### config.mk
export PLATFORM = sky130hd
export DESIGN_NAME = csv_field_tokenizer_unit
export DESIGN_NICKNAME = d
export VERILOG_FILES = /design/src/design/cft_pkg.sv /design/src/design/csv_field_tokenizer_unit.sv /design/src/design/cft_front.sv /design/src/design/cft_cmd_fifo.sv /design/src/design/cft_back.sv /design/src/design/cft_res_fifo.sv
export SDC_FILE = /design/constraint.sdc
export NUM_CORES = 1
export LEC_CHECK = 0
export CORE_ASPECT_RATIO = 0.6
export CORE_MARGIN = 5
export CORE_UTILIZATION = 57
export DETAILED_ROUTE_END_ITERATION = 12
export DONT_BUFFER_PORTS = 1
export PLACE_DENSITY_LB_ADDON = 0.25
export SLEW_MARGIN = 25
export SYNTH_ARGS = -nofsm -noshare
export SYNTH_HDL_FRONTEND = slang
export SYNTH_SLANG_ARGS = --single-unit
### constraint.sdc
create_clock -name clk -period 3 [get_ports clk]
set_input_delay 0.15 -clock clk [delete_from_list [all_inputs] [get_ports clk]]
set_output_delay 0.15 -clock clk [all_outputs]
set_load 0.005 [all_outputs]
### src/design/cft_pkg.sv
// shared types and constants of the csv field tokenizer
// used by every module of the block; depends on nothing
`default_nettype none

package cft_pkg;

	// whitespace buffer
	localparam int SPACE_DEPTH = 8;
	localparam int SPC_W = $clog2(SPACE_DEPTH + 1);
	localparam int SPI_W = $clog2(SPACE_DEPTH);

	// queue sizes
	localparam int CMD_DEPTH = 2;
	localparam int CMD_PTR_W = $clog2(CMD_DEPTH);
	localparam int CMD_CNT_W = $clog2(CMD_DEPTH + 1);
	localparam int RES_DEPTH = 4;
	localparam int RES_PTR_W = $clog2(RES_DEPTH);
	localparam int RES_CNT_W = $clog2(RES_DEPTH + 1);

	// field index
	localparam int IDX_W = 5;
	localparam logic [IDX_W-1:0] IDX_MAX = '1;

	// characters
	localparam logic [7:0] CH_COMMA = 8'h2C;
	localparam logic [7:0] CH_QUOTE = 8'h22;

	// operation handed from front to back
	typedef enum logic [1:0] {
		OP_NONE   = 2'd0,
		OP_APPEND = 2'd1,
		OP_FIELD  = 2'd2,
		OP_LINE   = 2'd3
	} op_t;

	// result kind code
	typedef enum logic [1:0] {
		KIND_BYTE  = 2'd0,
		KIND_FIELD = 2'd1,
		KIND_LINE  = 2'd2
	} kind_t;

	typedef struct packed {
		logic       pre_quote;
		op_t        op;
		logic [7:0] data;
	} cmd_t;

	typedef struct packed {
		kind_t            kind;
		logic [7:0]       data;
		logic [IDX_W-1:0] num;
		logic             ovf;
		logic             last;
	} res_t;

endpackage

`default_nettype wire

### src/design/csv_field_tokenizer_unit.sv
// top level of the csv field tokenizer: front, command queue, back, result queue
// depends on cft_pkg, cft_front, cft_cmd_fifo, cft_back, cft_res_fifo
//
// channel  | handshake          | payload
// ---------+--------------------+------------------------------------------------
// input    | push / full        | char_byte, end_of_line
// result   | empty / pop        | kind, out_byte, field_number, space_overflow, last
//
// the front takes one item per cycle while the 2-entry command queue has room;
// items that only change the quoting mode never reach the back
// the back plans a command only when idle, then emits its results one per cycle
// while the result queue has room; whitespace after a pending quote that releases
// held or buffered bytes delays the next plan for the whitespace buffer write
// results wait in a 4-entry queue; when it is full the back stalls, then the
// command queue fills and full rises
// reset clears quoting mode, field state, queues and sequencer; no clearing pass
`default_nettype none

module csv_field_tokenizer_unit import cft_pkg::*; (
	input  wire logic             clk,
	input  wire logic             arst_n,
	input  wire logic             push,
	output logic                  full,
	input  wire logic [7:0]       char_byte,
	input  wire logic             end_of_line,
	output logic                  empty,
	input  wire logic             pop,
	output logic [1:0]            kind,
	output logic [7:0]            out_byte,
	output logic [IDX_W-1:0]      field_number,
	output logic                  space_overflow,
	output logic                  last
);

	cmd_t cmd_in, cmd_out;
	logic cmd_push, cmd_full, cmd_pop, cmd_empty;
	res_t res_in, res_out;
	logic res_push, res_full;

	// classification and quoting
	cft_front u_front (
		.clk         (clk),
		.arst_n      (arst_n),
		.push        (push),
		.char_byte   (char_byte),
		.end_of_line (end_of_line),
		.full        (full),
		.cmd_push    (cmd_push),
		.cmd         (cmd_in),
		.cmd_full    (cmd_full)
	);

	// command queue
	cft_cmd_fifo u_cmd_fifo (
		.clk    (clk),
		.arst_n (arst_n),
		.push   (cmd_push),
		.wdata  (cmd_in),
		.full   (cmd_full),
		.pop    (cmd_pop),
		.empty  (cmd_empty),
		.rdata  (cmd_out)
	);

	// field state and result sequencing
	cft_back u_back (
		.clk       (clk),
		.arst_n    (arst_n),
		.cmd_empty (cmd_empty),
		.cmd       (cmd_out),
		.cmd_pop   (cmd_pop),
		.res_full  (res_full),
		.res_push  (res_push),
		.res       (res_in)
	);

	// result queue
	cft_res_fifo u_res_fifo (
		.clk    (clk),
		.arst_n (arst_n),
		.push   (res_push),
		.wdata  (res_in),
		.full   (res_full),
		.pop    (pop),
		.empty  (empty),
		.rdata  (res_out)
	);

	// result fields
	assign kind           = res_out.kind;
	assign out_byte       = res_out.data;
	assign field_number   = res_out.num;
	assign space_overflow = res_out.ovf;
	assign last           = res_out.last;

endmodule

`default_nettype wire

### src/design/cft_front.sv
// front part: accepts line bytes, tracks quoting, issues back commands
// depends on cft_pkg
`default_nettype none

module cft_front import cft_pkg::*; (
	input  wire logic       clk,
	input  wire logic       arst_n,
	input  wire logic       push,
	input  wire logic [7:0] char_byte,
	input  wire logic       end_of_line,
	output logic            full,
	output logic            cmd_push,
	output cmd_t            cmd,
	input  wire logic       cmd_full
);

	typedef enum logic [1:0] {
		MODE_NORMAL  = 2'd0,
		MODE_QUOTE   = 2'd1,
		MODE_PENDING = 2'd2
	} mode_t;

	mode_t mode_q;
	mode_t mode_d;
	logic  accept;

	assign full   = cmd_full;
	assign accept = push && !cmd_full;

	// classify the item against the quoting mode
	always_comb begin
		mode_d        = mode_q;
		cmd.pre_quote = 1'b0;
		cmd.op        = OP_NONE;
		cmd.data      = char_byte;
		if (end_of_line) begin
			cmd.pre_quote = (mode_q == MODE_PENDING);
			cmd.op        = OP_LINE;
			mode_d        = MODE_NORMAL;
		end else begin
			unique case (mode_q)
				MODE_QUOTE: begin
					if (char_byte == CH_QUOTE) begin
						mode_d = MODE_PENDING;
					end else begin
						cmd.op = OP_APPEND;
					end
				end
				MODE_PENDING: begin
					cmd.pre_quote = 1'b1;
					if (char_byte == CH_QUOTE) begin
						mode_d = MODE_QUOTE;
					end else begin
						mode_d = MODE_NORMAL;
						cmd.op = (char_byte == CH_COMMA) ? OP_FIELD : OP_APPEND;
					end
				end
				default: begin
					if (char_byte == CH_COMMA) begin
						mode_d = MODE_NORMAL;
						cmd.op = OP_FIELD;
					end else begin
						mode_d = (char_byte == CH_QUOTE) ? MODE_QUOTE : MODE_NORMAL;
						cmd.op = OP_APPEND;
					end
				end
			endcase
		end
	end

	// items that change only the mode produce no command
	assign cmd_push = accept && (cmd.pre_quote || (cmd.op != OP_NONE));

	// mode register
	always_ff @(posedge clk or negedge arst_n) begin
		if (!arst_n) begin
			mode_q <= MODE_NORMAL;
		end else if (accept) begin
			mode_q <= mode_d;
		end
	end

endmodule

`default_nettype wire

### src/design/cft_cmd_fifo.sv
// command queue between front and back
// depends on cft_pkg
`default_nettype none

module cft_cmd_fifo import cft_pkg::*; (
	input  wire logic clk,
	input  wire logic arst_n,
	input  wire logic push,
	input  wire cmd_t wdata,
	output logic      full,
	input  wire logic pop,
	output logic      empty,
	output cmd_t      rdata
);

	cmd_t                 mem_q [CMD_DEPTH];
	logic [CMD_PTR_W-1:0] wr_ptr_q;
	logic [CMD_PTR_W-1:0] rd_ptr_q;
	logic [CMD_CNT_W-1:0] count_q;
	logic                 do_push;
	logic                 do_pop;

	assign full    = (count_q == CMD_CNT_W'(CMD_DEPTH));
	assign empty   = (count_q == '0);
	assign do_push = push && !full;
	assign do_pop  = pop && !empty;
	assign rdata   = mem_q[rd_ptr_q];

	// storage
	always_ff @(posedge clk) begin
		if (do_push) begin
			mem_q[wr_ptr_q] <= wdata;
		end
	end

	// pointers and fill count
	always_ff @(posedge clk or negedge arst_n) begin
		if (!arst_n) begin
			wr_ptr_q <= '0;
			rd_ptr_q <= '0;
			count_q  <= '0;
		end else begin
			if (do_push) begin
				wr_ptr_q <= (wr_ptr_q == CMD_PTR_W'(CMD_DEPTH - 1)) ? '0
					: wr_ptr_q + CMD_PTR_W'(1);
			end
			if (do_pop) begin
				rd_ptr_q <= (rd_ptr_q == CMD_PTR_W'(CMD_DEPTH - 1)) ? '0
					: rd_ptr_q + CMD_PTR_W'(1);
			end
			if (do_push && !do_pop) begin
				count_q <= count_q + CMD_CNT_W'(1);
			end else if (do_pop && !do_push) begin
				count_q <= count_q - CMD_CNT_W'(1);
			end
		end
	end

endmodule

`default_nettype wire

### src/design/cft_back.sv
// back part: field state, whitespace buffer and result sequencing
// depends on cft_pkg
`default_nettype none

module cft_back import cft_pkg::*; (
	input  wire logic clk,
	input  wire logic arst_n,
	input  wire logic cmd_empty,
	input  wire cmd_t cmd,
	output logic      cmd_pop,
	input  wire logic res_full,
	output logic      res_push,
	output res_t      res
);

	typedef enum logic [2:0] {
		ST_IDLE   = 3'd0,
		ST_HOLD1  = 3'd1,
		ST_SPACES = 3'd2,
		ST_QUOTE2 = 3'd3,
		ST_TAIL   = 3'd4,
		ST_FIELD  = 3'd5,
		ST_LINE   = 3'd6
	} state_t;

	// slot mask bits: hold1, spaces, quote2, tail, field, line
	function automatic state_t first_slot(input logic [5:0] m);
		state_t s;
		begin
			priority if (m[0]) s = ST_HOLD1;
			else if (m[1]) s = ST_SPACES;
			else if (m[2]) s = ST_QUOTE2;
			else if (m[3]) s = ST_TAIL;
			else if (m[4]) s = ST_FIELD;
			else if (m[5]) s = ST_LINE;
			else s = ST_IDLE;
			return s;
		end
	endfunction

	function automatic logic [5:0] above_mask(input state_t s);
		logic [5:0] m;
		begin
			unique case (s)
				ST_HOLD1:  m = 6'b111110;
				ST_SPACES: m = 6'b111100;
				ST_QUOTE2: m = 6'b111000;
				ST_TAIL:   m = 6'b110000;
				ST_FIELD:  m = 6'b100000;
				default:   m = 6'b000000;
			endcase
			return m;
		end
	endfunction

	function automatic logic is_space(input logic [7:0] b);
		return (b == 8'd32) || ((b >= 8'd9) && (b <= 8'd13));
	endfunction

	// field state
	logic             cs_q, raw_q, oqd_q, hv_q, ovf_q;
	logic [7:0]       hb_q;
	logic [SPC_W-1:0] cnt_q;
	logic [IDX_W-1:0] idx_q;

	// plan of the command being emitted
	state_t           state_q;
	logic [5:0]       slots_q;
	logic [SPC_W-1:0] nsp_q;
	logic [SPI_W-1:0] sidx_q;
	logic [7:0]       h1_q, tb_q;
	logic [IDX_W-1:0] fnum_q, lnum_q;
	logic             povf_q;
	logic             wr_pend_q;
	logic [7:0]       wbyte_q;
	logic [SPI_W-1:0] waddr_q;

	// whitespace buffer
	logic [7:0]       space_mem_q [SPACE_DEPTH];
	logic [7:0]       rd_q;
	logic [SPI_W-1:0] raddr;
	logic             mem_we;
	logic [SPI_W-1:0] mem_wa;
	logic [7:0]       mem_wd;

	// next field state and plan
	logic             n_cs, n_raw, n_oqd, n_hv, n_ovf;
	logic [7:0]       n_hb;
	logic [SPC_W-1:0] n_cnt, n_nsp;
	logic [IDX_W-1:0] n_idx, n_lnum;
	logic [5:0]       n_slots;
	logic [7:0]       n_tb;
	logic             n_wr, pre_flush, do_end;
	logic [SPI_W-1:0] n_wa;

	logic plan_go;
	logic advance;
	logic sp_last;
	logic no_more;

	// work out the whole command from the state at its start
	always_comb begin
		n_cs      = cs_q;
		n_raw     = raw_q;
		n_oqd     = oqd_q;
		n_hv      = hv_q;
		n_hb      = hb_q;
		n_cnt     = cnt_q;
		n_idx     = idx_q;
		n_ovf     = ovf_q;
		n_nsp     = '0;
		n_slots   = '0;
		n_tb      = hb_q;
		n_lnum    = idx_q;
		n_wr      = 1'b0;
		n_wa      = '0;
		pre_flush = 1'b0;
		do_end    = 1'b0;
		// closing quote that was waiting
		if (cmd.pre_quote) begin
			n_raw = 1'b1;
			if (!n_cs) begin
				n_cs  = 1'b1;
				n_oqd = 1'b1;
			end else begin
				n_slots[0] = n_hv;
				n_nsp      = n_cnt;
				n_cnt      = '0;
				n_hb       = CH_QUOTE;
				n_hv       = 1'b1;
				pre_flush  = 1'b1;
			end
		end
		unique case (cmd.op)
			OP_APPEND: begin
				n_raw = 1'b1;
				if (is_space(cmd.data)) begin
					if (n_cs) begin
						if (n_cnt < SPC_W'(SPACE_DEPTH)) begin
							n_wr  = 1'b1;
							n_wa  = n_cnt[SPI_W-1:0];
							n_cnt = n_cnt + SPC_W'(1);
						end else begin
							n_ovf = 1'b1;
						end
					end
				end else if (!n_cs) begin
					n_cs = 1'b1;
					if (cmd.data == CH_QUOTE) begin
						n_oqd = 1'b1;
					end else begin
						n_hb = cmd.data;
						n_hv = 1'b1;
					end
				end else begin
					if (pre_flush) begin
						n_slots[2] = n_hv;
					end else begin
						n_slots[0] = n_hv;
						n_nsp      = n_cnt;
					end
					n_cnt = '0;
					n_hb  = cmd.data;
					n_hv  = 1'b1;
				end
			end
			OP_FIELD: begin
				do_end = 1'b1;
			end
			OP_LINE: begin
				do_end     = n_raw;
				n_slots[5] = 1'b1;
			end
			default: begin
			end
		endcase
		// field end
		if (do_end) begin
			n_slots[3] = n_hv && !(n_oqd && (n_hb == CH_QUOTE));
			n_tb       = n_hb;
			n_slots[4] = 1'b1;
			if (n_idx != IDX_MAX) begin
				n_idx = n_idx + IDX_W'(1);
			end
			n_cs  = 1'b0;
			n_raw = 1'b0;
			n_oqd = 1'b0;
			n_hv  = 1'b0;
			n_hb  = '0;
			n_cnt = '0;
		end
		// line end
		if (cmd.op == OP_LINE) begin
			n_lnum = n_idx;
			n_cs   = 1'b0;
			n_raw  = 1'b0;
			n_oqd  = 1'b0;
			n_hv   = 1'b0;
			n_hb   = '0;
			n_cnt  = '0;
			n_idx  = '0;
			n_ovf  = 1'b0;
		end
		n_slots[1] = (n_nsp != '0);
	end

	assign plan_go  = (state_q == ST_IDLE) && !wr_pend_q && !cmd_empty;
	assign cmd_pop  = plan_go;
	assign res_push = (state_q != ST_IDLE) && !res_full;
	assign advance  = res_push;
	assign sp_last  = ((SPC_W'(sidx_q) + SPC_W'(1)) == nsp_q);
	assign no_more  = ((slots_q & above_mask(state_q)) == '0);

	// result of the current slot
	always_comb begin
		res.kind = KIND_BYTE;
		res.data = '0;
		res.num  = fnum_q;
		res.ovf  = povf_q;
		res.last = no_more && ((state_q != ST_SPACES) || sp_last);
		unique case (state_q)
			ST_HOLD1:  res.data = h1_q;
			ST_SPACES: res.data = rd_q;
			ST_QUOTE2: res.data = CH_QUOTE;
			ST_TAIL:   res.data = tb_q;
			ST_FIELD:  res.kind = KIND_FIELD;
			ST_LINE: begin
				res.kind = KIND_LINE;
				res.num  = lnum_q;
			end
			default: begin
			end
		endcase
	end

	// buffer write: at plan time, or after the slots when the command has any
	always_comb begin
		mem_we = 1'b0;
		mem_wa = waddr_q;
		mem_wd = wbyte_q;
		if ((state_q == ST_IDLE) && wr_pend_q) begin
			mem_we = 1'b1;
		end else if (plan_go && n_wr && (n_slots == '0)) begin
			mem_we = 1'b1;
			mem_wa = n_wa;
			mem_wd = cmd.data;
		end
	end

	// read address runs one entry ahead of the emitted space
	always_comb begin
		raddr = '0;
		if (state_q == ST_SPACES) begin
			raddr = (advance && !sp_last) ? sidx_q + SPI_W'(1) : sidx_q;
		end
	end

	always_ff @(posedge clk) begin
		if (mem_we) begin
			space_mem_q[mem_wa] <= mem_wd;
		end
		rd_q <= space_mem_q[raddr];
	end

	// plan payload
	always_ff @(posedge clk) begin
		if (plan_go) begin
			h1_q    <= hb_q;
			tb_q    <= n_tb;
			nsp_q   <= n_nsp;
			fnum_q  <= idx_q;
			lnum_q  <= n_lnum;
			povf_q  <= ovf_q;
			wbyte_q <= cmd.data;
			waddr_q <= n_wa;
		end
	end

	// sequencer and field state
	always_ff @(posedge clk or negedge arst_n) begin
		if (!arst_n) begin
			state_q   <= ST_IDLE;
			slots_q   <= '0;
			sidx_q    <= '0;
			wr_pend_q <= 1'b0;
			cs_q      <= 1'b0;
			raw_q     <= 1'b0;
			oqd_q     <= 1'b0;
			hv_q      <= 1'b0;
			hb_q      <= '0;
			cnt_q     <= '0;
			idx_q     <= '0;
			ovf_q     <= 1'b0;
		end else begin
			if (state_q == ST_IDLE) begin
				if (wr_pend_q) begin
					wr_pend_q <= 1'b0;
				end else if (plan_go) begin
					state_q   <= first_slot(n_slots);
					slots_q   <= n_slots;
					sidx_q    <= '0;
					wr_pend_q <= n_wr && (n_slots != '0);
					cs_q      <= n_cs;
					raw_q     <= n_raw;
					oqd_q     <= n_oqd;
					hv_q      <= n_hv;
					hb_q      <= n_hb;
					cnt_q     <= n_cnt;
					idx_q     <= n_idx;
					ovf_q     <= n_ovf;
				end
			end else if (advance) begin
				if ((state_q == ST_SPACES) && !sp_last) begin
					sidx_q <= sidx_q + SPI_W'(1);
				end else begin
					state_q <= first_slot(slots_q & above_mask(state_q));
				end
			end
		end
	end

endmodule

`default_nettype wire

### src/design/cft_res_fifo.sv
// result queue in front of the output ports
// depends on cft_pkg
`default_nettype none

module cft_res_fifo import cft_pkg::*; (
	input  wire logic clk,
	input  wire logic arst_n,
	input  wire logic push,
	input  wire res_t wdata,
	output logic      full,
	input  wire logic pop,
	output logic      empty,
	output res_t      rdata
);

	res_t                 mem_q [RES_DEPTH];
	logic [RES_PTR_W-1:0] wr_ptr_q;
	logic [RES_PTR_W-1:0] rd_ptr_q;
	logic [RES_CNT_W-1:0] count_q;
	logic                 do_push;
	logic                 do_pop;

	assign full    = (count_q == RES_CNT_W'(RES_DEPTH));
	assign empty   = (count_q == '0);
	assign do_push = push && !full;
	assign do_pop  = pop && !empty;
	assign rdata   = mem_q[rd_ptr_q];

	// storage
	always_ff @(posedge clk) begin
		if (do_push) begin
			mem_q[wr_ptr_q] <= wdata;
		end
	end

	// pointers and fill count
	always_ff @(posedge clk or negedge arst_n) begin
		if (!arst_n) begin
			wr_ptr_q <= '0;
			rd_ptr_q <= '0;
			count_q  <= '0;
		end else begin
			if (do_push) begin
				wr_ptr_q <= (wr_ptr_q == RES_PTR_W'(RES_DEPTH - 1)) ? '0
					: wr_ptr_q + RES_PTR_W'(1);
			end
			if (do_pop) begin
				rd_ptr_q <= (rd_ptr_q == RES_PTR_W'(RES_DEPTH - 1)) ? '0
					: rd_ptr_q + RES_PTR_W'(1);
			end
			if (do_push && !do_pop) begin
				count_q <= count_q + RES_CNT_W'(1);
			end else if (do_pop && !do_push) begin
				count_q <= count_q - RES_CNT_W'(1);
			end
		end
	end

endmodule

`default_nettype wire
# After elaboration in Yosys (flattened, before gate mapping)
# Memories as Yosys holds them, arrays and structs flattened. A register that Yosys moved wholly into a read port is not among the register bits.
# Cells that the tools add are included.
dict set report classes {
  n_mux 145
  magnitude_cmp 3
  addsub 12
  n_eq_ne 28
  bitwise_logic 3
  reduce_logical 58
}
# operator n
set op_table {}
lappend op_table {{two-way mux 3 bit} 33}
lappend op_table {{two-way mux 8 bit} 11}
lappend op_table {{two-way mux 1 bit} 62}
lappend op_table {{two-way mux 4 bit} 15}
lappend op_table {{== test 8 x 6 -> 1 bit, second input constant} 5}
lappend op_table {{case mux 8 bit (4 select lines)} 1}
lappend op_table {{case mux 6 bit (5 select lines)} 1}
lappend op_table {{two-way mux 5 bit} 5}
lappend op_table {{logical AND 1 bit} 23}
lappend op_table {{two-way mux 2 bit} 10}
lappend op_table {{two-way mux 6 bit} 3}
lappend op_table {{nonzero test 2 bit} 8}
lappend op_table {{AND 6 bit} 2}
lappend op_table {{== test 2 bit, second input constant} 6}
lappend op_table {{== test 3 bit, second input constant} 4}
lappend op_table {{logical NOT 6 bit} 2}
lappend op_table {{case mux 2 bit (2 select lines)} 3}
lappend op_table {{logical NOT 1 bit} 11}
lappend op_table {{greater-or-equal comparator 8 x 4 -> 1 bit, second input constant} 1}
lappend op_table {{<= comparator 8 x 4 -> 1 bit, second input constant} 1}
lappend op_table {{AND reduction 4 bit} 2}
lappend op_table {{AND reduction 7 bit} 1}
lappend op_table {{adder 2 x 1 -> 2 bit, second input constant} 3}
lappend op_table {{adder 3 x 1 -> 3 bit, second input constant} 2}
lappend op_table {{25 further kinds} 34}
dict set report totals {
  memories 3
  output_inout_bits 19
  inputBits 13
  mem_bits_rw 154
  register_bits 90
  word_cells 279
}
# memory words width rd rd_clocked_by_memory_dff write_ports line
set mem_list {}
lappend mem_list {u_res_fifo.mem_q 4 17 1 0 1 cft_res_fifo.sv:16} ;# res_t mem_q [RES_DEPTH];
lappend mem_list {u_back.space_mem_q 8 8 1 1 1 cft_back.sv:79} ;# logic [7:0] space_mem_q [SPACE_DEPTH];
lappend mem_list {u_cmd_fifo.mem_q 2 11 1 0 1 cft_cmd_fifo.sv:16} ;# cmd_t mem_q [CMD_DEPTH];

# Depth between registers and ports, before layout
# Gate-level depths: netlist of the first run.
dict set report logic_depth {
  depth_word 19
  mapped_depth 11
  mapped_depth_nobuf 11
}

# By module
# From an unflattened synthesis of the first run, not the netlist that was laid out.
dict set report unflattened {
  cells_unflattened 796
  hier_area_um2 11254.5
}
# module n_inst seq_area_each_um2 area_per_inst_um2 cells_per_inst
set modules_own_cells {}
lappend modules_own_cells {cft_back 1 4194.0 7013.0 577}
lappend modules_own_cells {cft_res_fifo 1 2217.1 2917.8 126}
lappend modules_own_cells {cft_cmd_fifo 1 760.7 1002.2 53}
lappend modules_own_cells {cft_front 1 50.0 321.6 40}

# Worst setup path after synthesis of the first run
# Ideal clock, no wire load.
dict set report synth_timing {
  path_kind {reg2reg}
  from {reg u_back.state_q[2]}
  to {reg u_back.cs_q}
  arrival_ns 3.176
  synth_period_minus_slack_ns 3.279
  slack_ns -0.279
  path_buffers 2
  setup_ns 0.102
  required_ns 2.898
  stages_incl_launch_ff 8
  path_cell_list {dfrtp_1 > or3_1 > or3_1 > clkbuf_1 > inv_1 > buf_1 > o21ai_0 > a22oi_1}
}
dict set report synth_via {
  elab_chain_cells 4
}
# element line
set synth_rtl {}
lappend synth_rtl {{start, declared} cft_back.sv:67} ;# state_t state_q;
lappend synth_rtl {{start signal, assigned} cft_back.sv:299} ;# state_q <= first_slot(n_slots);
lappend synth_rtl {{start signal, assigned} cft_back.sv:316} ;# state_q <= first_slot(slots_q & above_mask(state_q));
lappend synth_rtl {{logical NOT 3 bit} cft_back.sv:207} ;# assign plan_go = (state_q == ST_IDLE) && !wr_pend_q && !cmd_empty;
lappend synth_rtl {{logical AND 1 bit (2 in a row)} cft_back.sv:207}
lappend synth_rtl {{via cmd_pop} csv_field_tokenizer_unit.sv:36} ;# logic cmd_push, cmd_full, cmd_pop, cmd_empty;
lappend synth_rtl {{AND reduction 3 bit (no source line)} --}
lappend synth_rtl {{end signal, assigned} cft_back.sv:303} ;# cs_q <= n_cs;
lappend synth_rtl {{end, declared} cft_back.sv:61} ;# logic cs_q, raw_q, oqd_q, hv_q, ovf_q;
# The timed path passes the listed nets, and every way through them passes these cells.
# A chain may end at the register's enable or synchronous reset.

# Worst setup path in the final report of the first run
dict set report layout_timing {
  from {reg u_back.sidx_q[0]}
  to {reg u_back.rd_q[3] (read register of u_back.space_mem_q)}
}
dict set report layout_via {
  elab_chain_cells 6
  word_cells_on_any_way 7
  cone_classes {add/sub (2); eq/ne (1); mux (2); reduce/logical (2)}
}
# element line
set layout_rtl {}
lappend layout_rtl {{start, declared} cft_back.sv:70} ;# logic [SPI_W-1:0] sidx_q;
lappend layout_rtl {{start signal, assigned} cft_back.sv:314} ;# sidx_q <= sidx_q + SPI_W'(1);
lappend layout_rtl {{adder 3 x 1 -> 4 bit} cft_back.sv:211} ;# assign sp_last = ((SPC_W'(sidx_q) + SPC_W'(1)) == nsp_q);
lappend layout_rtl {{== test 4 bit} cft_back.sv:211}
lappend layout_rtl {{logical NOT 1 bit} cft_back.sv:254} ;# raddr = (advance && !sp_last) ? sidx_q + SPI_W'(1) : sidx_q;
lappend layout_rtl {{logical AND 1 bit} cft_back.sv:254}
lappend layout_rtl {{two-way mux 3 bit *} cft_back.sv:254}
lappend layout_rtl {{two-way mux 3 bit *} cft_back.sv:253} ;# if (state_q == ST_SPACES) begin
lappend layout_rtl {{end, declared} cft_back.sv:80} ;# logic [7:0] rd_q;
# Mark *: on every way between the ends. The rest lies on a longest branch, timed or not.

==> summary.md, run 1 <==
| Metric | Value |
|---|---|
| Maxcap violations | 0 |
| Die H | 117 microns |
| H-Tree Level Count | 1 |
| Syn Area/Cell | 14.2 sq um |
| Congestion Overflow GR | 0 |
| Core footprint | 18,900 sq um |
| Post-synth top area cell | edfxtp_1 |
| DPL Wire Length | 16,300 microns |
| Starting Density | 57.7% |
| Die Wd | 188 microns |
| Hold Crit Class | primary input to flip-flop |
| Diodes inserted | 0 |
| DR iter-0 viols | slightly below 800 |
| Power Total | 12.9 mW |
| RePlAce Congestion | 0.920 |
| Top Ports | 32 |
| Skew final | 25.3 ps |
| Yosys reg bits | 251 |
| Final core occ | 65.8% |
| Global-route wire length before repair | 36,700 microns |
| NumNets Final | approximately 850 |
| Fin cells | between 1,000 and 1,500 |
| Worst-path clk slew | 70 ps |
| Final worst setup slack | 146 ps |
| Outcome | complete, no violations |
| Pre-antenna DRT Iters | 6 |
| Initial antenna violation count | 0 |
| Wire per inst | 21.7 microns |
| Crit path capture type | flip-flop |
| Tcrit/Tclk final | 95.1% |
| Clk root buf | clkbuf_16 |
| Final setup vio count | 0 |
| Fin Setup TNS | 0 ps |
| Vias | 6,706 |
| Row count | 39 |
| Pin count of the biggest net entering global routing | 56 |
| Clock buffer depth | 3 |
| DRC violations left | 0 |
| Peak VDD IR | around 0.53 mV |
| Die Area | 22,100 sq um |
| Area share of the largest cell type after synthesis | a little over half |
| Inst Count DP | 1,028 |
| Unrepaired setup endpoints after global routing | no |
| Layout cells sized above 1 | 17.2% |
| Crit Path Class | flip-flop to flip-flop |
| Clock Latency Late Sink | 510 ps |
| Area delta synth->final | 14.0% |
| Count of clock tree sinks | 251 |
| Synth unique cells | between 70 and 80 |
| Fmax achieved | 350 MHz |
| Max Slew Vio Count | 0 |
| Worst min-delay path startpoint | char_byte[3] |
| Post-synthesis cell area | 10,900 sq um |
| Worst-margin pin slew | 940 ps |
| Minimum clock period | 2850 ps |
| Seq/Total Area, Yosys | between 60% and 70% |
| YS warnings | 0 |
| CTS tree | yes |
| Vias per Instance | a little over 6 |
| Crit path arrival time | 3240 ps |
| Post-route ant nets | 0 |
| Syn nets | just under 800 |
| Drt total wl | between 20,000 and 25,000 microns |
| Vias in the first global route | 6,485 |
| GRT Total Usage | approximately 21% |
| Post-synth EDFFs | 196 |
| Leak | 4.64 nW |
| CTS Buf Count | 23 |
| Critical path launch point type | flip-flop |
| Worst r2r src | u_back.sidx_q[0] |
| PD cells | 1040 nW/um^2 |
| Worst Setup Slack post-DPL | -50.2 ps |
| Cells after Synth | 767 |
| Worst EP required | 3380 ps |
| CP startpoint | u_back.sidx_q[0] |
| Top cells by area, synth | edfxtp_1, dfrtp_1, mux2i_1 |
| PortBufs | 0 |
| Final Hold Viols | 0 |
| Worst slew margin | a little under two fifths |
| Worst-path fanout max | 8 |
| Main synth FF type | edfxtp_1 |
| Async SR Flop Fraction | 18.7% |
synthesized netlist by cell type (all sizes together) (4+ instances only):
| cell type | instances |
|---|---|
| nand2 | 65 |
| o22a | 4 |
| nor2 | 59 |
| and2 | 15 |
| nor2b | 13 |
| clkbuf | 16 |
| xnor2 | 6 |
| edfxtp | 196 |
| a21o | 4 |
| a22oi | 12 |
| a21oi | 33 |
| a32o | 4 |
| mux2i | 50 |
| nor4 | 7 |
| xor2 | 6 |
| nor3 | 9 |
| dfxtp | 8 |
| mux4 | 17 |
| inv | 20 |
| a22o | 5 |
| o21ai | 39 |
| ha | 13 |
| dfrtp | 47 |
| buf | 12 |
| or3 | 5 |
| nand3b | 5 |
| a31oi | 5 |
| nand2b | 5 |
| nand3 | 5 |
| nand4 | 4 |
| mux2 | 28 |
cells in the final DEF (no fill, tap or decap), types with 5 or more instances in the layout:
cell and instances:
a21oi_1 32, a22o_1 5, a22oi_1 12, a31oi_1 5, and2_1 15, buf_4 43, clkbuf_1 6, clkbuf_16 25
dfrtp_1 46, dfxtp_1 8, dlygate4sd3_1 12, edfxtp_1 196, ha_1 12, inv_1 18, mux2_2 26, mux2i_1 48
mux4_2 17, nand2_1 65, nand2b_1 5, nand3_1 5, nand3b_1 5, nor2_1 57, nor2b_1 13, nor3_1 9
nor4_1 7, o21ai_0 34, o21ai_1 5, xnor2_1 6, xor2_1 5
sequential cells by signal, indices dropped and copies added, names as in the netlist, 3 cells and up:
signal              cells
u_res_fifo.mem_q       68
u_back.space_mem_q     64
u_cmd_fifo.mem_q       22
u_back.h1_q             8
u_back.hb_q             8
u_back.rd_q             8
u_back.tb_q             8
u_back.wbyte_q          8
u_back.fnum_q           5
u_back.idx_q            5
u_back.lnum_q           5
u_back.slots_q          5
u_back.cnt_q            4
u_back.nsp_q            4
u_back.sidx_q           3
u_back.state_q          3
u_back.waddr_q          3
u_res_fifo.count_q      3
logic make-up (layout without fill, tap and decap cells):
group | Yosys count | count (layout) | share of synthesized area, %
AOI/OAI and AO/OA | 139 | 139 | 8.58
xor gates and xnor gates | 12 | 12 | 0.965
and+or+nand+nor | 207 | 207 | 9.23
muxes | 95 | 95 | 11.0
adders and majority gates | 15 | 15 | 1.77
buffers and inverters | 48 | 123 | 2.09
DFF | 251 | 251 | 66.3
critical path, stage by stage (launching register included):
cell and delay, ps:
dfrtp_2 460, ha_2 240, xor2_2 180, or3_4 340, a211oi_4 280, nor2_2 120, mux2i_4 200, buf_12 150
buf_12 140, mux2i_1 260, mux2i_1 100, mux2_2 260
metrics by stage:
stage | area [sq um] | hold WS, ps
after detailed placement | 11400 | -144
final | 12400 | 37.7
after global routing | 12400 | 62.2
after floorplan | 10900 | -146
after CTS | 12300 | 24.6
after global placement | 11400 | -144
path summary, 6_finish.rpt:
kind                                          end  slack [ps]  depth (start not counted)
max                                u_back.rd_q[3]         150                         11
min                        u_cmd_fifo.mem_q[1][8]          40                          2
max reg2reg                        u_back.rd_q[3]         150                         11
min reg2reg                         u_back.povf_q         490                          0
max in group asynchronous        u_back.sidx_q[0]        2580                          2
min in group asynchronous   u_cmd_fifo.count_q[1]         150                          2
area by class of cell:
| cell class | count | area, sq um |
|---|---|---|
| sequential | 251 | 7220 |
| fill | 1272 | 6470 |
| multi-input combinational | 468 | 3460 |
| clock buffer | 33 | 653 |
| timing repair buffer | 62 | 592 |
| tap | 246 | 308 |
| clock inverter | 8 | 101 |
| inverter | 20 | 75.1 |
what timing repair did:
action                                  CTS  global route
hold buffers                             13             0
hold endpoints to repair                 72             0
cloned                                    0             3
resized for setup                         0             8
setup buffers                             2             1
endpoints found under the setup margin    6            32
pin swaps                                 1             1
report_power, final:
group / internal (mW) / switching, mW
sequential: 5.19 / 0.543
clock: 1.69 / 1.23
combinational: 1.63 / 2.63
total: 8.51 / 4.41
per-layer routing:
| layer | vias up | GRT usage (%) | share of wire [%] |
|---|---|---|---|
| met4 | 0 | 4.42 | 1.7 |
| li1 | 3033 | - | - |
| met3 | 32 | 4.62 | 9.0 |
| met1 | 3327 | 33.2 | 46 |
| met2 | 314 | 32.0 | 43 |
| met5 | - | 0 | 0 |
No activity file was read; power rests on OpenSTA's default activity.
==> inputs of run 2 (changes only) <==
ABC_AREA = 1   (was unset)
CORE_UTILIZATION = 55   (was 57)
==> run 2 against run 1 <==
Against the previous run:
- sequential power is 3% lower
- clock skew shrank 15 ps
- worst hold slack got worse by 11 ps
- synthesized cell count grew 32%
==> summary.md, run 2 <==
| Metric | Value |
|---|---|
| Max incr delay on CP | 450 ps (about the same) |
| PD cells | 1060 nW/um^2 (+2.3%) |
| Syn nets | 1,043 (+31%) |
| DR iter-0 viols | 906 (+15%) |
| Pre-antenna DRT Iters | 5 (-1) |
| Skew final | 9.99 ps (-15.3 ps) |
| RePlAce Congestion | 0.937 (+1.8%) |
| Leak | 4.90 nW (+5.8%) |
| Crit path capture type | flip-flop |
| CTS Buf Count | 23 (unchanged) |
| Worst-path fanout max | 8 (unchanged) |
| Worst EP required | 3220 ps (-160 ps) |
| Post-synth top area cell | edfxtp_1 |
| NumNets Final | 1,106 (+30%) |
| Layout cells sized above 1 | 15.9% (-1.3 points) |
| Worst-path clk slew | 60 ps (about the same) |
| Core footprint | 19,800 sq um (+4.9%) |
| Crit path arrival time | 3180 ps (-60 ps) |
| Worst slew margin | 36.3% (-1.0 points) |
| Largest register FFs | 68 (unchanged) |
| Top Ports | 32 (unchanged) |
| Worst-margin pin slew | 953 ps (+12.1 ps) |
| Pin count of the biggest net entering global routing | 48 (-14%) |
| Minimum clock period | 2960 ps (+104 ps) |
| Area share of the largest cell type after synthesis | 53.5% (-0.57 points) |
| Seq/Total Area, Yosys | 65.6% (-0.70 points) |
| Vias per Instance | 5.52 (-11%) |
| Commonest non-fill, non-tap cell in the layout | edfxtp_1 |
| Row count | 40 (+2.6%) |
| Post-synth EDFFs | 196 (unchanged) |
| Die H | 120 microns (+2.1%) |
| Post-route ant nets | 0 (unchanged) |
| Maxcap violations | 0 (unchanged) |
| CTS tree | yes |
| Max Slew Vio Count | 0 (unchanged) |
| Async SR Flop Fraction | 18.7% (unchanged) |
| Fin Hold WS | 27.1 ps (-10.6 ps) |
| Outcome | complete, no violations |
| Hold Crit Class | primary input to flip-flop |
| DRC violations left | 0 (unchanged) |
| Vias in the first global route | 7,054 (+8.8%) |
| DPL Wire Length | 16,700 microns (+2.8%) |
| H-Tree Level Count | 1 (unchanged) |
| Diodes inserted | 0 (unchanged) |
| Tcrit/Tclk final | 98.6% (+3.5 points) |
| Fin Setup TNS | 0 ps (unchanged) |
| Final setup vio count | 0 (unchanged) |
| GRT Total Usage | 21.4% (-0.055 points) |
| Count leader, synth | edfxtp_1 |
| Die Area | 23,000 sq um (+4.4%) |
| Final Hold Viols | 0 (unchanged) |
| Peak VDD IR | 0.622 mV (+18%) |
| Main synth FF type | edfxtp_1 |
| Die Wd | 193 microns (+2.2%) |
| YS warnings | 0 (unchanged) |
| Commonest cells after routing, fill and taps aside | edfxtp_1, nand2_1, nor2_1 |
| Yosys reg bits | 251 (unchanged) |
| Crit Path Class | flip-flop to flip-flop |
| Count of clock tree sinks | 251 (unchanged) |
| Syn Area/Cell | 10.8 sq um (-24%) |
| Slowest CP cell | dfrtp_2 |
| Area delta synth->final | 15.0% |
| PortBufs | 0 (unchanged) |
| Synth unique cells | 46 (-37%) |
| Cell breakdown of the critical path | clkinvlp_4, or2_1, o21ai_4, inv_4, nor2_8, inv_4, nor2_4, o21ai_4, o211ai_1, nand2_1, inv_2, nand3b_4, inv_4, nand2_4, clkinv_2, nand2_2, nand2_2, nand2_2, nor2_2, buf_6 |
| Unrepaired setup endpoints after global routing | yes |
| Post-synthesis cell area | 11,000 sq um (+1.1%) |
| Largest Register | u_res_fifo.mem_q |
| Critical path launch point type | flip-flop |
| Global-route wire length before repair | 39,000 microns (+6.1%) |
| Clock Latency Late Sink | 510 ps (about the same) |
| Clock buffer depth | 3 (unchanged) |
| Congestion Overflow GR | 0 (unchanged) |
| Fmax achieved | 338 MHz (-3.5%) |
| Initial antenna violation count | 0 (unchanged) |
| Cells after Synth | 1,016 (+32%) |
| Starting Density | 55.5% (-2.1 points) |
| Wire per inst | 18.0 microns (-17%) |
| Drt total wl | 24,600 microns (+4.0%) |
| Top Registers | u_res_fifo.mem_q x68, u_back.space_mem_q x64, u_cmd_fifo.mem_q x22 |
| Top cells by area, synth | edfxtp_1, dfrtp_1, nand2_1 |
| Top cells by count, synth | edfxtp_1, nand2_1, nor2_1 |
| Vias | 7,551 (+13%) |
| Clk root buf | clkbuf_16 |
==> run 2: changes by cell type in the layout (fill, tap and decap cells not counted), sizes merged, moves of 40 or more <==
cell   change
o21ai     +89
inv       +93
mux2i     -48
nor2      +75
nand2    +125
o22ai     +40
==> run 2: repair_timing <==
action / CTS / global route
gates resized for setup: 0 / 40
setup endpoints to repair: 0 / 111
buffers inserted: 0 / 15
hold buffers: 12 / 0
endpoints found under the hold margin: 71 / 0
==> run 2: report_power, final <==
part	total [mW]	leakage [nW]	switching, mW	internal [mW]
logic	5.03	2.05	3.48	1.55
registers	5.55	2.49	0.406	5.15
clock network	2.89	0.372	1.24	1.65
total	13.5	4.90	5.13	8.35
==> run 2: logic make-up (layout without fill, tap and decap cells) <==
kind of cell               Yosys count  after routing  synth area share (%)
AOI/OAI and AO/OA                  203            203                  10.4
buffers and inverters              142            221                  5.06
xor gates and xnor gates            14             14                  1.11
and+or+nand+nor                    381            382                  15.1
DFF                                251            251                  65.6
muxes                               11             11                  1.10
adders and majority gates           14             14                  1.66
==> run 2: stage by stage <==
stage | util (%) | worst slack [ps] | power (mW) | area (sq um) | instances
after floorplan | - | 258 | 8.77 | 11000 | 1016
after global placement | 58.0 | 160 | 10.3 | 11500 | 1298
after detailed placement | 58.0 | 71.3 | 10.3 | 11500 | 1298
after CTS | 62.5 | 41.4 | 13.3 | 12400 | 1352
after global routing | 63.9 | -72.5 | 14.4 | 12700 | 1369
final | 63.9 | 42.5 | 13.5 | 12700 | 1369
==> run 2: worst paths after layout <==
check                                                 to                start  slack, ps  depth (start not counted)
min in group asynchronous                u_back.idx_q[1]               arst_n        130                          2
worst min register to register             u_back.povf_q         u_back.ovf_q        470                          0
worst max register to register  u_back.space_mem_q[3][7]  u_cmd_fifo.rd_ptr_q         40                         20
worst max-delay path            u_back.space_mem_q[3][7]  u_cmd_fifo.rd_ptr_q         40                         20
worst min-delay path                   u_front.mode_q[1]                 push         30                          4
max in group asynchronous               u_back.sidx_q[2]               arst_n       2620                          2
==> run 2: cell type report <==
class / instances / area, sq um
Sequential cell: 251 / 7220
Fill cell: 1556 / 7160
Multi-Input combinational cell: 624 / 3340
Clock buffer: 31 / 666
Timing Repair Buffer: 63 / 547
Inverter: 115 / 447
Tap cell: 273 / 342
Clock inverter: 11 / 87.6
Timing Repair inverter: 1 / 7.51
==> run 2: worst max-delay path: cells and delay by family, from the launching register on <==
kind,cells,cell delay (ps)
buf+inv,7,750
flops,1,450
simple gates,10,1200
compound gates,3,270
==> run 2: metal layers <==
layer / track usage, % / share of wire, %
met5: 0 / 0
met3: 5.78 / 11
met4: 3.34 / 1.3
met2: 27.7 / 40
met1: 36.3 / 48
